==> src/rtl/sstf_pkg.sv <==
// sstf_pkg: shared constants, payload structs and the front-to-back command
// for the shortest-seek-first ordering block. No dependencies.
package sstf_pkg;

  localparam int MAX_REQUESTS = 32;
  localparam int IDX_W        = (MAX_REQUESTS > 1) ? $clog2(MAX_REQUESTS) : 1;
  localparam int CNT_W        = $clog2(MAX_REQUESTS + 1);
  localparam int CYL_W        = 16;
  localparam int TOTAL_W      = 21;
  localparam int DIST_W       = CYL_W + 1;

  localparam logic [TOTAL_W-1:0] TOTAL_MAX = '1;
  // "nothing found yet" marker for the nearest-distance search
  localparam logic [DIST_W-1:0]  DIST_NONE = {1'b1, {CYL_W{1'b0}}};

  // command queue depth, a power of two so the pointers wrap naturally
  localparam int QUEUE_DEPTH = 2;
  localparam int QPTR_W      = (QUEUE_DEPTH > 1) ? $clog2(QUEUE_DEPTH) : 1;
  localparam int QFILL_W     = $clog2(QUEUE_DEPTH + 1);

  typedef struct packed {
    logic [CYL_W-1:0] request_cylinder;
    logic             last_request;
  } in_item_t;

  typedef struct packed {
    logic [CYL_W-1:0]   served_cylinder;
    logic [CYL_W-1:0]   step_distance;
    logic [TOTAL_W-1:0] total_seek;
    logic               is_start;
    logic               overflow;
    logic               last_result;
  } out_item_t;

  // one classified request, front to back
  typedef struct packed {
    logic [CYL_W-1:0] cylinder;
    logic             store_en;   // table has room, write entry idx
    logic [IDX_W-1:0] idx;
    logic [CNT_W-1:0] count;      // stored batch size, this request included when stored
    logic             overflow;   // batch dropped at least one request
    logic             last;       // start service after this one
    logic [CYL_W-1:0] start_pos;
  } cmd_t;

endpackage

==> src/rtl/sstf_front.sv <==
// sstf_front: accepts requests and the start position register, classifies
// each request as stored or dropped and pushes a command. Uses sstf_pkg.
module sstf_front (
  input  logic              clk,
  input  logic              rst,
  input  logic              in_valid,
  output logic              in_stall,
  input  sstf_pkg::in_item_t in_data,
  input  logic              cfg_valid,
  output logic              cfg_ready,
  input  logic [15:0]       cfg_data,
  output logic              push,
  output sstf_pkg::cmd_t    push_data,
  input  logic              q_full
);

  logic [sstf_pkg::CNT_W-1:0] count, count_next;
  logic                       dropped;
  logic [sstf_pkg::CYL_W-1:0] start_position;
  logic                       store_en;

  assign in_stall  = q_full;
  assign cfg_ready = 1'b1;
  assign push      = in_valid && !q_full;

  assign store_en   = count < sstf_pkg::CNT_W'(sstf_pkg::MAX_REQUESTS);
  assign count_next = store_en ? count + 1'b1 : count;

  always_comb begin
    push_data.cylinder  = in_data.request_cylinder;
    push_data.store_en  = store_en;
    push_data.idx       = count[sstf_pkg::IDX_W-1:0];
    push_data.count     = count_next;
    push_data.overflow  = dropped || !store_en;
    push_data.last      = in_data.last_request;
    push_data.start_pos = start_position;
  end

  always_ff @(posedge clk) begin
    if (rst) begin
      count          <= '0;
      dropped        <= 1'b0;
      start_position <= '0;
    end else begin
      if (cfg_valid) begin
        start_position <= cfg_data;
      end
      if (push) begin
        if (in_data.last_request) begin
          count   <= '0;
          dropped <= 1'b0;
        end else begin
          count   <= count_next;
          dropped <= dropped || !store_en;
        end
      end
    end
  end

  a_count_range: assert property (@(posedge clk) disable iff (rst)
    count <= sstf_pkg::CNT_W'(sstf_pkg::MAX_REQUESTS))
    else $error("front: request count beyond table size");

  a_batch_restart: assert property (@(posedge clk) disable iff (rst)
    push && in_data.last_request |=> count == '0 && !dropped)
    else $error("front: batch state not cleared after last request");

  a_push_room: assert property (@(posedge clk) disable iff (rst)
    push |-> !q_full)
    else $error("front: command pushed into a full queue");

endmodule

==> src/rtl/sstf_queue.sv <==
// sstf_queue: short command queue between front and back.
// Uses sstf_pkg (cmd_t, QUEUE_DEPTH).
module sstf_queue (
  input  logic           clk,
  input  logic           rst,
  input  logic           push,
  input  sstf_pkg::cmd_t push_data,
  output logic           full,
  input  logic           pop,
  output sstf_pkg::cmd_t pop_data,
  output logic           empty
);

  sstf_pkg::cmd_t               slots [sstf_pkg::QUEUE_DEPTH];
  logic [sstf_pkg::QPTR_W-1:0]  wr_ptr, rd_ptr;
  logic [sstf_pkg::QFILL_W-1:0] fill;

  assign full     = fill == sstf_pkg::QFILL_W'(sstf_pkg::QUEUE_DEPTH);
  assign empty    = fill == '0;
  assign pop_data = slots[rd_ptr];

  always_ff @(posedge clk) begin
    if (push) begin
      slots[wr_ptr] <= push_data;
    end
  end

  always_ff @(posedge clk) begin
    if (rst) begin
      wr_ptr <= '0;
      rd_ptr <= '0;
      fill   <= '0;
    end else begin
      if (push) begin
        wr_ptr <= wr_ptr + 1'b1;
      end
      if (pop) begin
        rd_ptr <= rd_ptr + 1'b1;
      end
      case ({push, pop})
        2'b10:   fill <= fill + 1'b1;
        2'b01:   fill <= fill - 1'b1;
        default: fill <= fill;
      endcase
    end
  end

  a_no_overrun: assert property (@(posedge clk) disable iff (rst) push |-> !full)
    else $error("queue: push while full");

  a_no_underrun: assert property (@(posedge clk) disable iff (rst) pop |-> !empty)
    else $error("queue: pop while empty");

  a_fill_bound: assert property (@(posedge clk) disable iff (rst)
    fill <= sstf_pkg::QFILL_W'(sstf_pkg::QUEUE_DEPTH))
    else $error("queue: fill count beyond depth");

endmodule

==> src/rtl/sstf_back.sv <==
// sstf_back: request table, nearest-request search and result register.
// Uses sstf_pkg (cmd_t, out_item_t, widths).
module sstf_back (
  input  logic                clk,
  input  logic                rst,
  input  logic                q_empty,
  input  sstf_pkg::cmd_t      q_data,
  output logic                q_pop,
  output logic                out_valid,
  input  logic                out_stall,
  output sstf_pkg::out_item_t out_data
);

  typedef enum logic [3:0] {
    ST_IDLE   = 4'b0001,
    ST_START  = 4'b0010,
    ST_SCAN   = 4'b0100,
    ST_COMMIT = 4'b1000
  } back_state_t;

  back_state_t state;

  logic [sstf_pkg::CYL_W-1:0]   table_mem [sstf_pkg::MAX_REQUESTS];
  logic [sstf_pkg::MAX_REQUESTS-1:0] served_mask;

  logic [sstf_pkg::CNT_W-1:0]   batch_count, served, issue_idx;
  logic                         ovf;
  logic [sstf_pkg::CYL_W-1:0]   head;
  logic [sstf_pkg::TOTAL_W-1:0] total, total_next;
  logic [sstf_pkg::TOTAL_W:0]   sum;

  logic                         rd_valid, rd_last;
  logic [sstf_pkg::IDX_W-1:0]   rd_idx, best_idx;
  logic [sstf_pkg::CYL_W-1:0]   rd_data, best_cyl, delta;
  logic [sstf_pkg::DIST_W-1:0]  best_d;

  logic out_free, out_load, issue, take, last_step;

  assign out_free = !out_valid || !out_stall;
  assign out_load = ((state == ST_START) || (state == ST_COMMIT)) && out_free;
  assign q_pop    = (state == ST_IDLE) && !q_empty;
  assign issue    = (state == ST_SCAN) && (issue_idx < batch_count);

  assign delta = (rd_data >= head) ? rd_data - head : head - rd_data;
  // strict compare keeps the earliest-loaded entry on ties
  assign take = rd_valid && !served_mask[rd_idx] &&
                ({1'b0, delta} < best_d);

  assign sum        = {1'b0, total} +
                      (sstf_pkg::TOTAL_W + 1)'(best_d[sstf_pkg::CYL_W-1:0]);
  assign total_next = sum[sstf_pkg::TOTAL_W] ? sstf_pkg::TOTAL_MAX
                                             : sum[sstf_pkg::TOTAL_W-1:0];
  assign last_step  = (served + 1'b1) == batch_count;

  // request table: one write port from the queue, one registered read port
  always_ff @(posedge clk) begin
    if (q_pop && q_data.store_en) begin
      table_mem[q_data.idx] <= q_data.cylinder;
    end
    if (issue) begin
      rd_data <= table_mem[issue_idx[sstf_pkg::IDX_W-1:0]];
    end
  end

  always_ff @(posedge clk) begin
    if (rst) begin
      state       <= ST_IDLE;
      out_valid   <= 1'b0;
      rd_valid    <= 1'b0;
      served_mask <= '0;
      batch_count <= '0;
      served      <= '0;
      issue_idx   <= '0;
      best_d      <= sstf_pkg::DIST_NONE;
    end else begin
      if (out_load) begin
        out_valid <= 1'b1;
      end else if (!out_stall) begin
        out_valid <= 1'b0;
      end
      rd_valid <= issue;
      if (issue) begin
        issue_idx <= issue_idx + 1'b1;
      end
      if (take) begin
        best_d <= {1'b0, delta};
      end
      unique case (state)
        ST_IDLE: begin
          if (q_pop && q_data.last) begin
            batch_count <= q_data.count;
            state       <= ST_START;
          end
        end
        ST_START: begin
          if (out_free) begin
            served_mask <= '0;
            served      <= '0;
            issue_idx   <= '0;
            best_d      <= sstf_pkg::DIST_NONE;
            state       <= (batch_count == '0) ? ST_IDLE : ST_SCAN;
          end
        end
        ST_SCAN: begin
          if (rd_valid && rd_last) begin
            state <= ST_COMMIT;
          end
        end
        ST_COMMIT: begin
          if (out_free) begin
            served_mask[best_idx] <= 1'b1;
            served                <= served + 1'b1;
            issue_idx             <= '0;
            best_d                <= sstf_pkg::DIST_NONE;
            state                 <= last_step ? ST_IDLE : ST_SCAN;
          end
        end
        default: state <= ST_IDLE;
      endcase
    end
  end

  always_ff @(posedge clk) begin
    if (issue) begin
      rd_idx  <= issue_idx[sstf_pkg::IDX_W-1:0];
      rd_last <= (issue_idx + 1'b1) == batch_count;
    end
    if (take) begin
      best_idx <= rd_idx;
      best_cyl <= rd_data;
    end
    unique case (state)
      ST_IDLE: begin
        if (q_pop && q_data.last) begin
          ovf   <= q_data.overflow;
          head  <= q_data.start_pos;
          total <= '0;
        end
      end
      ST_START: begin
        if (out_free) begin
          out_data.served_cylinder <= head;
          out_data.step_distance   <= '0;
          out_data.total_seek      <= '0;
          out_data.is_start        <= 1'b1;
          out_data.overflow        <= ovf;
          out_data.last_result     <= batch_count == '0;
        end
      end
      ST_COMMIT: begin
        if (out_free) begin
          head                     <= best_cyl;
          total                    <= total_next;
          out_data.served_cylinder <= best_cyl;
          out_data.step_distance   <= best_d[sstf_pkg::CYL_W-1:0];
          out_data.total_seek      <= total_next;
          out_data.is_start        <= 1'b0;
          out_data.overflow        <= ovf;
          out_data.last_result     <= last_step;
        end
      end
      default: ;
    endcase
  end

  a_commit_found: assert property (@(posedge clk) disable iff (rst)
    state == ST_COMMIT |-> !best_d[sstf_pkg::DIST_W-1])
    else $error("back: commit without an unserved request");

  a_served_bound: assert property (@(posedge clk) disable iff (rst)
    state != ST_IDLE |-> served < batch_count || state == ST_START)
    else $error("back: served count ran past batch size");

  a_no_pop_busy: assert property (@(posedge clk) disable iff (rst)
    q_pop |-> state == ST_IDLE)
    else $error("back: command taken while a batch is in service");

  a_mask_step: assert property (@(posedge clk) disable iff (rst)
    state == ST_COMMIT && out_free |=>
      $countones(served_mask) == $countones($past(served_mask)) + 1)
    else $error("back: served mask did not gain exactly one entry");

endmodule

==> src/rtl/disk_sstf_order_core.sv <==
// disk_sstf_order_core: top level of the shortest-seek-first request orderer.
// Depends on sstf_pkg, sstf_front, sstf_queue, sstf_back.
//
//   channel  dir  handshake          payload
//   in       in   in_valid/in_stall  sstf_pkg::in_item_t
//   out      out  out_valid/out_stall sstf_pkg::out_item_t
//   cfg      in   cfg_valid/cfg_ready start position, 16 bits
//
// A request that is not last is taken unless the command queue is full, and
// causes no result. The last request starts service: one start result, then
// for each loaded request a scan of the loaded table entries through the
// single read port, then a commit that emits the nearest unserved one.
// rst is synchronous; the table needs no clearing, entries are read only
// after they were written. out_stall holds the result register, start and
// commit; new requests queue behind a batch in service until the queue fills.
module disk_sstf_order_core (
  input  logic                clk,
  input  logic                rst,
  input  logic                in_valid,
  output logic                in_stall,
  input  sstf_pkg::in_item_t  in_data,
  output logic                out_valid,
  input  logic                out_stall,
  output sstf_pkg::out_item_t out_data,
  input  logic                cfg_valid,
  output logic                cfg_ready,
  input  logic [15:0]         cfg_data
);

  logic           push, q_full, q_pop, q_empty;
  sstf_pkg::cmd_t push_data, pop_data;

  sstf_front u_front (
    .clk       (clk),
    .rst       (rst),
    .in_valid  (in_valid),
    .in_stall  (in_stall),
    .in_data   (in_data),
    .cfg_valid (cfg_valid),
    .cfg_ready (cfg_ready),
    .cfg_data  (cfg_data),
    .push      (push),
    .push_data (push_data),
    .q_full    (q_full)
  );

  sstf_queue u_queue (
    .clk       (clk),
    .rst       (rst),
    .push      (push),
    .push_data (push_data),
    .full      (q_full),
    .pop       (q_pop),
    .pop_data  (pop_data),
    .empty     (q_empty)
  );

  sstf_back u_back (
    .clk       (clk),
    .rst       (rst),
    .q_empty   (q_empty),
    .q_data    (pop_data),
    .q_pop     (q_pop),
    .out_valid (out_valid),
    .out_stall (out_stall),
    .out_data  (out_data)
  );

endmodule

==> config.mk <==
export PLATFORM = sky130hd
export DESIGN_NAME = disk_sstf_order_core
export DESIGN_NICKNAME = d
export VERILOG_FILES = /design/src/rtl/sstf_pkg.sv /design/src/rtl/sstf_front.sv /design/src/rtl/sstf_queue.sv /design/src/rtl/sstf_back.sv /design/src/rtl/disk_sstf_order_core.sv
export SDC_FILE = /design/constraint.sdc
export NUM_CORES = 1
export LEC_CHECK = 0
export BUFFER_PORTS_ARGS = -buffer_cell sky130_fd_sc_hd__buf_4
export CAP_MARGIN = 15
export CORE_MARGIN = 2
export CORE_UTILIZATION = 39
export DETAILED_ROUTE_END_ITERATION = 8
export HOLD_SLACK_MARGIN = 0.03
export SYNTH_ARGS = -nofsm -noshare
export SYNTH_HDL_FRONTEND = slang
export SYNTH_SLANG_ARGS = --single-unit
export TNS_END_PERCENT = 5
==> constraint.sdc <==
create_clock -name clk -period 5.7 [get_ports clk]
set_input_delay 0.855 -clock clk [delete_from_list [all_inputs] [get_ports clk]]
set_output_delay 0.855 -clock clk [all_outputs]
set_load 0.1 [all_outputs]
# ---- Word level (Yosys, flattened, before mapping)
# Memory sizes are Yosys's and may differ from the RTL's. A register that Yosys moved wholly into a read port is not among the register bits.
# Index checks and enable logic that the tools add are counted.
dict set report word_totals {
  register_bits 221
  mem_bits_rw 604
  input_bits 38
  elab_cells 136
  memories 2
}
# name words width rd rd_clocked_by_memory_dff wr line_no
set memory_table {}
lappend memory_table {u_back.table_mem 32 16 1 1 1 sstf_back.sv:23} ;# logic [sstf_pkg::CYL_W-1:0] table_mem [sstf_pkg::MAX_REQUESTS];
lappend memory_table {u_queue.slots 2 46 1 1 1 sstf_queue.sv:14} ;# sstf_pkg::cmd_t slots [sstf_pkg::QUEUE_DEPTH];
dict set report classes {
  add_sub_neg 10
  order_cmp 7
  n_eq_ne 14
  muxes 46
  bitwise 1
  n_reduce_logical 29
}
# cell count
set ops {}
lappend ops {{$mux W56} 2}
lappend ops {{$pmux W56 S2} 1}
lappend ops {{$mux W32} 2}
lappend ops {{$pmux W32 S2} 1}
lappend ops {{$mux W21} 3}
lappend ops {{$mux W17} 3}
lappend ops {{$mux W16} 3}
lappend ops {{$mux W6} 7}
lappend ops {{$pmux W21 S2} 1}
lappend ops {{$or A32 B32 Y32} 1}
lappend ops {{$pmux W16 S2} 1}
lappend ops {{$sub A16 B16 Y16} 2}
lappend ops {{$add A21 B16 Y22} 1}
lappend ops {{$add A6 B1 Y6 const B} 3}
lappend ops {{$lt A16 B17 Y1} 1}
lappend ops {{$ge A16 B16 Y1} 1}
lappend ops {{$mux W4} 4}
lappend ops {{$pmux W4 S4} 1}
lappend ops {{$eq A6 B6 Y1} 2}
lappend ops {{$lt A5 B6 Y1 const B} 2}
lappend ops {{$pmux W6 S2} 1}
lappend ops {{$mux W1} 11}
lappend ops {{$logic_and A1 B1 Y1} 10}
lappend ops {{$logic_not A1 Y1} 6}
lappend ops {{26 further kinds} 37}

# ---- Depth between registers and ports, before layout
# Gate-level depths: netlist of run 1.
dict set report depth {
  ltp_word 8
  ltp_mapped 23
}

# ---- Cells and area by module
# A second synthesis of run 1 with hierarchy kept.
dict set report unflattened {
  cells_unflattened 2091
  area_unflattened_um2 34889.7
}
# mod n_inst cells_each area_each_um2 seq_area_each_um2
set by_module_without_submodules {}
lappend by_module_without_submodules {sstf_back 1 1802 30216.5 20950.1}
lappend by_module_without_submodules {sstf_queue 1 165 3520.9 2862.7}
lappend by_module_without_submodules {sstf_front 1 124 1152.4 460.4}

# ---- Worst setup path before layout of run 1
# No wires, ideal clock.
dict set report synth_timing {
  kind {reg-to-reg}
  start {register u_back.head[0] in the netlist's numbering}
  end {register u_back.best_cyl[0] in the netlist's numbering (enable)}
  setup_time_ns 0.329
  arrival_ns 4.030
  required_time_ns 5.371
  slack_ns 1.341
  path_stages_with_launch 21
  n_path_buf 2
  path_cell_list {edfxtp_1 > inv_1 > ha_1 > inv_1 > fa_1 > a21oi_1 > o211ai_1 > o41ai_1 > o21ai_0 > nand3b_1 > a21bo_2 > xor2_1 > inv_1 > ha_1 > and4_1 > a221o_1 > a21oi_1 > o2111ai_1 > a41oi_1 > buf_4 > buf_4}
}
dict set report synth_between {
  elab_chain_cells 4
  word_cells_on_any_way 6
}
# element line_no
set synth_lines {}
lappend synth_lines {{start, declared} sstf_back.sv:28} ;# logic [sstf_pkg::CYL_W-1:0] head;
lappend synth_lines {{start signal, assigned} sstf_back.sv:136} ;# head <= q_data.start_pos;
lappend synth_lines {{start signal, assigned} sstf_back.sv:152} ;# head <= best_cyl;
lappend synth_lines {{$sub A16 B16 Y16 / $ge A16 B16 Y1 (equally long branches)} sstf_back.sv:44} ;# assign delta = (rd_data >= head) ? rd_data - head : head - rd_data;
lappend synth_lines {{$mux W16 *} sstf_back.sv:44}
lappend synth_lines {{$lt A16 B17 Y1 *} sstf_back.sv:47} ;# ({1'b0, delta} < best_d);
lappend synth_lines {{$logic_and A1 B1 Y1 *} sstf_back.sv:46} ;# assign take = rd_valid && !served_mask[rd_idx] &&
lappend synth_lines {{end signal, assigned} sstf_back.sv:130} ;# best_cyl <= rd_data;
lappend synth_lines {{end, declared} sstf_back.sv:34} ;# logic [sstf_pkg::CYL_W-1:0] rd_data, best_cyl, delta;
# Every way passes the cells marked *; elsewhere a longest branch is shown, timed or not.
# A chain may end at the register's enable or synchronous reset.

# ---- Worst setup path after layout of run 1
dict set report layout_timing {
  start {register u_back.head[0] in the netlist's numbering}
  end {register u_back.best_cyl[12] in the netlist's numbering (enable)}
}
# Same word-level chain as after synthesis.

==> out/metrics.cfg, run 1 <==
[power]
power.switching_w=0.00402
seq_power_share=0.496
p_per_area_nw_per_um2=386
ir_worst_vdd_v=0.000248
intPower_w=0.0113
p_comb_frac=0.137
swShare=0.263
clockPowerShare=0.366
p_leak_nw=13.2

[job]
max_cap_viol_count=0

[finish]
fin_cells=3452
finalInstanceArea_um2=39700
fill_cells=7495
layout.nets=2328
drive_gt1_frac=0.223
area_growth_pct=14.6
fin_util=0.450
diodes=0

[yosys]
async_flop_share=0
avgSynthCellArea_um2=16.7
yosysSeqAreaShare=0.701
synth_cell_types=78
yosysWarnings=0
synth_area_um2=34600
synth-seq-cells=842
synthFlopType=edfxtp_1
postSynthCellCount=2072
synth_edf_count=741
synth_fp_nets=2185

[detailed_routing]
wl_per_cell_um=23.1
postRouteAntennaNets=0
dr.pass1.iters=5
drc=0
drt_iter0_drc=1620
vias=18600
drt_wl_total_um=79600
via_per_inst=5.38

[setup_path]
critPathSlowestCell=a41oi_4
cp-end-kind=flop
crit_type=reg -> reg
r2r_cells=19
worstPathCellList=inv_1, ha_1, inv_1, fa_1, a21oi_1, o211ai_1, o41ai_1, o21ai_0, nand3b_1, a21bo_2, xor2_1, inv_1, ha_1, and4_1, a221o_1, a21oi_1, o2111ai_1, a41oi_4, buf_4
setup.worst_path.start=u_back.head[0]$_DFFE_PP_
timing.rr.start=u_back.head[0]$_DFFE_PP_
cpMostUsedCell=inv_1
startpoint_type=flop
path_delay_family=compound AO/OA/AOI/OAI gates
timing.rr.end=u_back.best_cyl[12]$_DFFE_PN_
rrSetupSlack_ns=0.54
arrival_ns=5.49
worstPathRequired_ns=6.03
cp_max_fo=16
slowest_delay_ns=0.53
crit_buf_inv=4

[min_path]
hold_depth=1
min-delay-start=in_data[11]
hold_end=u_queue.slots[1][40]$_DFFE_PP_
hp-class=in -> reg

[floorplan]
die-area_um2=91200
coreArea_um2=88200
die_w_um=302
design.portCount=97
die_y_um=302
initial_core_util=0.392
rows=109

[cts]
ctsHoldBuffers=0
post-cts-setup-buffer-count=0
ctsResizeCount=0
clock_path_buffers=3
htree_levels=3
clk_latency_ns=0.64
cts_buffers=86
cts_tree=done
root_buffer=clkbuf_16
path_clk_slew_ns=0.06
clock_sinks=842

[timing]
fin_tns_setup_ns=0
clock_skew_ns=0.0258
hold_violations=0
finalCritPeriodShare=0.906
rsz0062_at_grt=false
report.final.slew_viol_count=0
setup_violations=0
relSlewSlack=0.245
fin_ws_ns=0.536
max_freq_mhz=194
min_period_ns=5.16
worst-slew-pin-transition_ns=1.13

[placed_design]
gp_congestion=0.875
place.detailed.hpwl_um=49000
dp_cells=3291
portBuffers=95
place_worst_setup_slack_ns=0.559
post_dp_cell_area_um2=36900

[global_route]
grt_overflow=0
grt_start_max_net_pins=99
antenna_found_initial=4
grt_pass1_vias=19000
grt_pass1_wl_um=119000
grt_use_total=0.175

[outcome]
status=completed

==> synth_stat cells, types with 27 or more instances <==
cell type,n,share of area
a21oi_1,115,0.017
clkbuf_1,49,0.0053
dfxtp_1,101,0.058
edfxtp_1,741,0.64
ha_1,72,0.026
inv_1,96,0.010
mux2_2,39,0.013
mux2i_1,54,0.016
mux4_2,164,0.11
nand2_1,73,0.0079
nand3_1,27,0.0039
nor2_1,164,0.018
o21ai_0,74,0.011
xor2_1,28,0.0071
==> cells by family after synthesis <==
kind of cell / after synthesis / synth area share
AO/OA/AOI/OAI: 303 / 0.0541
XOR/XNOR: 53 / 0.0134
adder cells (fa/ha/maj): 75 / 0.0278
buffers and inverters: 184 / 0.0216
flip-flops: 842 / 0.701
multiplexers: 258 / 0.135
other: 1 / 0.000108
AND/OR/NAND/NOR: 356 / 0.0466
==> sequential cells by signal, summed over array words and instances, names as in the netlist, 2 cells and up, named ones only <==
signal / count
u_back.rd_idx: 5
u_back.total: 21
u_back.rd_data: 16
u_back.best_idx: 5
u_back.served_mask: 32
u_front.count: 6
u_back.issue_idx: 6
u_back.out_data: 56
u_front.start_position: 16
u_back.head: 16
u_queue.slots: 92
u_back.served: 6
u_back.state: 4
u_back.table_mem: 512
u_queue.fill: 2
u_back.batch_count: 6
u_back.best_d: 17
u_back.best_cyl: 16
==> worst max path at each step <==
stage	slack (ns)	end	cells after the start
CTS	0.54	u_back.best_cyl[12]$_DFFE_PN_	19
floorplan	1.34	u_back.best_cyl[0]$_DFFE_PN_	20
global route	0.12	u_back.best_d[9]$_SDFF_PP0_	20
finish	0.54	u_back.best_cyl[12]$_DFFE_PN_	19
detailed placement	0.56	u_back.best_cyl[11]$_DFFE_PN_	19
global placement	0.69	u_back.best_cyl[8]$_DFFE_PN_	17
==> metrics by stage <==
step,power (W),hold slack (ns)
floorplan,0.00909,0.400
global placement,0.00974,0.410
detailed placement,0.00983,0.412
CTS,0.0155,0.344
global route,0.0159,0.353
finish,0.0153,0.393
==> power groups by stage <==
stage	combinational [W]	clock [W]	sequential, W
after global routing	0.00232	0.00598	0.00763
after global placement	0.00204	0	0.00771
after detailed placement	0.00211	0	0.00773
final	0.00210	0.00561	0.00760
after floorplan	0.00142	0	0.00767
after CTS	0.00212	0.00574	0.00760
==> layout by cell type (no fill, tap or decap), types with 54 or more instances in the layout <==
cell       instances
a21oi_1          115
dfxtp_1           95
mux2i_1           54
clkbuf_16         86
buf_4            140
mux4_2           164
inv_1             95
nand2_1           73
edfxtp_1         741
o21ai_0           73
ha_1              72
nor2_1           162
==> final cells by class <==
class | instances | area, um^2 | share of cell area
inverters | 96 | 360 | 0.00908
repair buffers | 143 | 1110 | 0.0279
multi-input cells | 1046 | 9660 | 0.243
clock buffers | 107 | 2250 | 0.0567
flip-flops and latches | 842 | 24300 | 0.612
clock inverters | 53 | 576 | 0.0145
well taps | 1165 | 1460 | 0.0367
==> layer usage <==
layer	global-route usage	routed length [um]	part of all wire	vias to the layer above
li1	-	-	-	8350
met1	0.228	33400	0.42	9579
met2	0.300	40000	0.50	529
met3	0.0290	4000	0.050	117
met4	0.0516	2180	0.027	2
met5	0	12	0.00015	-
No activity file was read; power rests on OpenSTA's default activity.
==> run 2: changes to the inputs <==
BUFFER_PORTS_ARGS = -buffer_cell sky130_fd_sc_hd__buf_2   (was -buffer_cell sky130_fd_sc_hd__buf_4)
RECOVER_POWER = 25   (was not set)
==> run 2 against run 1 <==
Compared with the run above: the run now ends with max-capacitance violations, max-slew violations left; critical endpoint is now u_back.best_d[0]$_SDFF_PP0_; clock skew decreased by 0.0036 ns; routed wire length about the same; critical path type unchanged; first-iteration DRC count decreased by 1.8%; largest power group unchanged; register-to-register slack got worse by 0.04 ns; worst setup slack got worse by 0.038 ns; global-route usage about the same.
==> out/metrics.cfg, run 2 (same netlist as run 1, synthesis figures left out) <==
[setup_path]
rrSetupSlack_ns=0.50
startpoint_type=flop
worstPathRequired_ns=6.19
arrival_ns=5.69
cp_max_fo=32
cp-end-kind=flop
slowest_delay_ns=0.47
worstPathCellList=inv_1, ha_1, a21oi_1, o21ai_0, nand2_1, o311a_1, nand2_2, a21bo_2, xor2_1, inv_1, ha_1, and4_1, a221o_1, a21oi_1, o2111ai_1, a41oi_4, buf_12, mux2i_1, nor2_1
critPathSlowestCell=a41oi_4
crit_type=reg -> reg

[timing]
finalCritPeriodShare=0.913
report.final.slew_viol_count=322
clock_skew_ns=0.0223
fin_ws_ns=0.498
fin_tns_setup_ns=0
max_freq_mhz=192
rsz0062_at_grt=false
holdWs_ns=0.398
min_period_ns=5.20
setup_violations=0
hold_violations=0
relSlewSlack=-1.60
worst-slew-pin-transition_ns=3.90

[cts]
post-cts-setup-buffer-count=0
clock_sinks=842
ctsResizeCount=0
clock_path_buffers=3
clk_latency_ns=0.65
htree_levels=3
path_clk_slew_ns=0.06
cts_tree=done
root_buffer=clkbuf_16
ctsHoldBuffers=0
cts_buffers=87

[global_route]
grt_pass1_vias=18700
grt_start_max_net_pins=104
grt_overflow=0
grt_use_total=0.175
antenna_found_initial=0
grt_pass1_wl_um=118000

[detailed_routing]
drc=0
via_per_inst=5.37
drt_wl_total_um=79700
met1_length_um=33900
drt_iter0_drc=1591
dr.pass1.iters=5
top_layer=met4
vias=18500
wl_per_cell_um=23.1
wl_met3_um=3880
met2_length_um=39600
postRouteAntennaNets=0

[finish]
regMostFlops=u_back.table_mem
area_growth_pct=13.7
drive_gt1_frac=0.206
layout.nets=2326
largest_register_ffs=512
diodes=0
layout_commonest_cell=edfxtp_1
layout_common_cells=741 x edfxtp_1, 164 x mux4_2, 163 x nor2_1
largestRegisters=u_back.table_mem x512, u_queue.slots x92, u_back.out_data x56

[placed_design]
portBuffers=95
gp_congestion=0.865
place_worst_setup_slack_ns=0.351
place.detailed.hpwl_um=48400

[power]
p_leak_nw=13.1
ir_worst_vdd_v=0.000247
p_per_area_nw_per_um2=387

[outcome]
violations=max-capacitance violations, max-slew violations
status=finished, violations left

[job]
max_cap_viol_count=8

[floorplan]
rows=109
initial_core_util=0.392
design.portCount=97
die-area_um2=91200
die_y_um=302
coreArea_um2=88200
die_w_um=302

[min_path]
hp-class=in -> reg

[run 2: worst paths after layout]
check                                        end                        start  cells past startpoint
setup reg to reg     u_back.best_d[0]$_SDFF_PP0_  u_back.rd_data[9]$_DFFE_PP_                     19
setup / recovery     u_back.best_d[0]$_SDFF_PP0_  u_back.rd_data[9]$_DFFE_PP_                     19
hold reg to reg     u_back.out_data[1]$_DFFE_PP_         u_back.ovf$_DFFE_PP_                      0
hold / removal    u_queue.slots[1][40]$_DFFE_PP_                  in_data[11]                      1
[run 2: metal layers]
metal	GRT usage	vias up
met2	0.292	474
met5	0	-
met1	0.234	9571
met4	0.0539	0
met3	0.0297	122
li1	-	8349
[run 2: power by group]
group          internal (W)  switching, W
combinational      0.000675       0.00142
sequential          0.00740      0.000197
clock               0.00321       0.00234
total                0.0113       0.00396
[run 2: cell type report]
type | instances | area [um^2]
clock buffers | 112 | 2320
flip-flops and latches | 842 | 24300
inverters | 96 | 360
well taps | 1165 | 1460
fillers | 7579 | 48900
multi-input cells | 1046 | 9660
repair buffers | 140 | 847
clock inverters | 46 | 449
[run 2: through the flow]
stage / util / cell area, um^2 / power (W) / instances
4_1_cts: 0.446 / 39400 / 0.0154 / 3445
6_report: 0.446 / 39400 / 0.0152 / 3447
3_3_place_gp: 0.415 / 36600 / 0.00974 / 3287
2_1_floorplan: - / 34600 / 0.00909 / 2072
3_5_place_dp: 0.415 / 36600 / 0.00981 / 3287
5_1_grt: 0.446 / 39400 / 0.0159 / 3447
[run 2: critical path: cells and delay by family, from the launching register on]
family	cells	cell delay, ns
simple gates	4	0.68
buf+inv	3	0.41
fa+ha+maj	2	0.71
xor+xnor	1	0.24
compound gates	8	2.42
mux	1	0.21
flops	1	0.37
==> run 3: changes to the inputs <==
CORE_MARGIN = not set   (was 2)
HOLD_SLACK_MARGIN = 0.06   (was 0.03)
==> run 3 against run 2 <==
Compared with the run above: combinational power hardly changed; critical path type unchanged; die area is 1.3% lower; cell count hardly changed; highest routed layer is now met5; worst hold slack worse by 0.0046 ns; via count is 0.64% higher; non-clock buffer count stayed put; the flow still finishes with violations (max-capacitance violations, max-slew violations); first-iteration DRC count is 4.2% lower; maximum frequency is 0.68% lower; clock skew is 0.0036 ns lower; power is 2.9% higher.
==> out/metrics.cfg, run 3 (same netlist as run 1, synthesis figures left out) <==
[outcome]
status=finished, violations left
violations=max-capacitance violations, max-slew violations

[placed_design]
place.detailed.hpwl_um=49600
post_dp_cell_area_um2=36600
place_worst_setup_slack_ns=0.462
gp_congestion=0.839
portBuffers=95

[detailed_routing]
dr.pass1.iters=5
drt_wl_total_um=79200
via_per_inst=5.41
drt_iter0_drc=1524
postRouteAntennaNets=0
vias=18600
wl_per_cell_um=23.0
drc=0

[global_route]
grt_pass1_vias=18900
antenna_found_initial=3
grt_overflow=0
grt_pass1_wl_um=119000
grt_use_total=0.176
grt_start_max_net_pins=101

[setup_path]
setup.worst_path.start=u_back.rd_data[9]$_DFFE_PP_
rrSetupSlack_ns=0.46
crit_type=reg -> reg
crit_cells=19
worstPathRequired_ns=6.20
timing.rr.start=u_back.rd_data[9]$_DFFE_PP_
timing.rr.end=u_back.best_d[0]$_SDFF_PP0_
path_delay_family=compound AO/OA/AOI/OAI gates
critPathSlowestCell=a41oi_4
startpoint_type=flop
slowest_delay_ns=0.46
crit_buf_inv=3
arrival_ns=5.74
r2r_cells=19
worstSetupEndpoint=u_back.best_d[0]$_SDFF_PP0_
cp_max_fo=32
cp-end-kind=flop
worstPathCellList=inv_1, ha_1, a21oi_1, o21ai_0, nand2_1, o311a_1, nand2_2, a21bo_2, xor2_1, inv_1, ha_1, and4_1, a221o_1, a21oi_1, o2111ai_1, a41oi_4, buf_12, mux2i_1, nor2_1

[cts]
cts_tree=done
ctsResizeCount=0
cts_buffers=88
path_clk_slew_ns=0.06
ctsHoldBuffers=0
clk_latency_ns=0.65
post-cts-setup-buffer-count=0
clock_sinks=842
htree_levels=3
root_buffer=clkbuf_16
clock_path_buffers=3

[finish]
largest_register_ffs=512
area_growth_pct=14.4
largestRegisters=u_back.table_mem x512, u_queue.slots x92, u_back.out_data x56
layout_commonest_cell=edfxtp_1
layout_common_cells=741 x edfxtp_1, 164 x mux4_2, 162 x nor2_1
fill_cells=7547
area.sequential_um2=24300
drive_gt1_frac=0.214
regMostFlops=u_back.table_mem
finalInstanceArea_um2=39600
layout.nets=2327
multi_input_area_um2=9660

[floorplan]
rows=108
die-area_um2=90000
design.portCount=97
coreArea_um2=87300
die_y_um=300
initial_core_util=0.397
die_w_um=300

[power]
p_leak_nw=13.2
p_per_area_nw_per_um2=396
ir_worst_vdd_v=0.000258

[timing]
hold_violations=0
rsz0062_at_grt=false
relSlewSlack=-1.60
fin_ws_ns=0.462
setup_violations=0
min_period_ns=5.24
worst-slew-pin-transition_ns=3.90
report.final.slew_viol_count=320
finalCritPeriodShare=0.919
max_freq_mhz=191
clock_skew_ns=0.0186
fin_tns_setup_ns=0

[job]
max_cap_viol_count=8

[min_path]
hp-class=in -> reg

## run 3: cell types whose count changed in the layout (fill, tap and decap cells not counted), sizes merged
cell / delta
buf: +2
bufinv: +8
clkbuf: -16
clkinv: +12
clkinvlp: +2
diode: +1
inv: -2
## run 3: layout make-up
cell class	instances	area share
sequential	842	0.613
clock buffer	98	0.0566
timing repair buffer	140	0.0209
inverter	96	0.00910
antenna	1	0.0000632
clock inverter	66	0.0201
multi-input combinational	1046	0.244
tap	1155	0.0365
## run 3: stage by stage
stage               utilization  std cells  power (W)  hold WS, ns
global route              0.454       3443     0.0163        0.369
finish                    0.454       3444     0.0157        0.394
CTS                       0.454       3442     0.0158        0.354
global placement          0.419       3278    0.00976        0.408
floorplan                     -       2072    0.00909        0.400
detailed placement        0.419       3278    0.00984        0.423
## run 3: report_power, final
part	leakage [nW]	switching (W)	internal, W	total, W
combinational	4.12	0.00144	0.000675	0.00212
sequential	7.61	0.000198	0.00740	0.00760
clock	1.48	0.00242	0.00354	0.00597
total	13.2	0.00406	0.0116	0.0157
## run 3: worst min path at each step
stage,startpoint,to,slack (ns),cells past startpoint
floorplan,u_back.ovf$_DFFE_PP_,u_back.out_data[1]$_DFFE_PP_,0.40,0
detailed placement,u_back.ovf$_DFFE_PP_,u_back.out_data[1]$_DFFE_PP_,0.42,0
global route,in_data[13],u_queue.slots[0][42]$_DFFE_PP_,0.37,1
CTS,in_data[9],u_queue.slots[1][38]$_DFFE_PP_,0.35,1
global placement,u_back.ovf$_DFFE_PP_,u_back.out_data[1]$_DFFE_PP_,0.41,0
finish,in_data[9],u_queue.slots[0][38]$_DFFE_PP_,0.39,1
## run 3: layer usage
metal,global-route usage,vias up,share of wire
li1,-,8350,-
met1,0.237,9621,0.43
met2,0.298,527,0.50
met3,0.0249,134,0.046
met4,0.0502,2,0.025
met5,0,-,0.00016
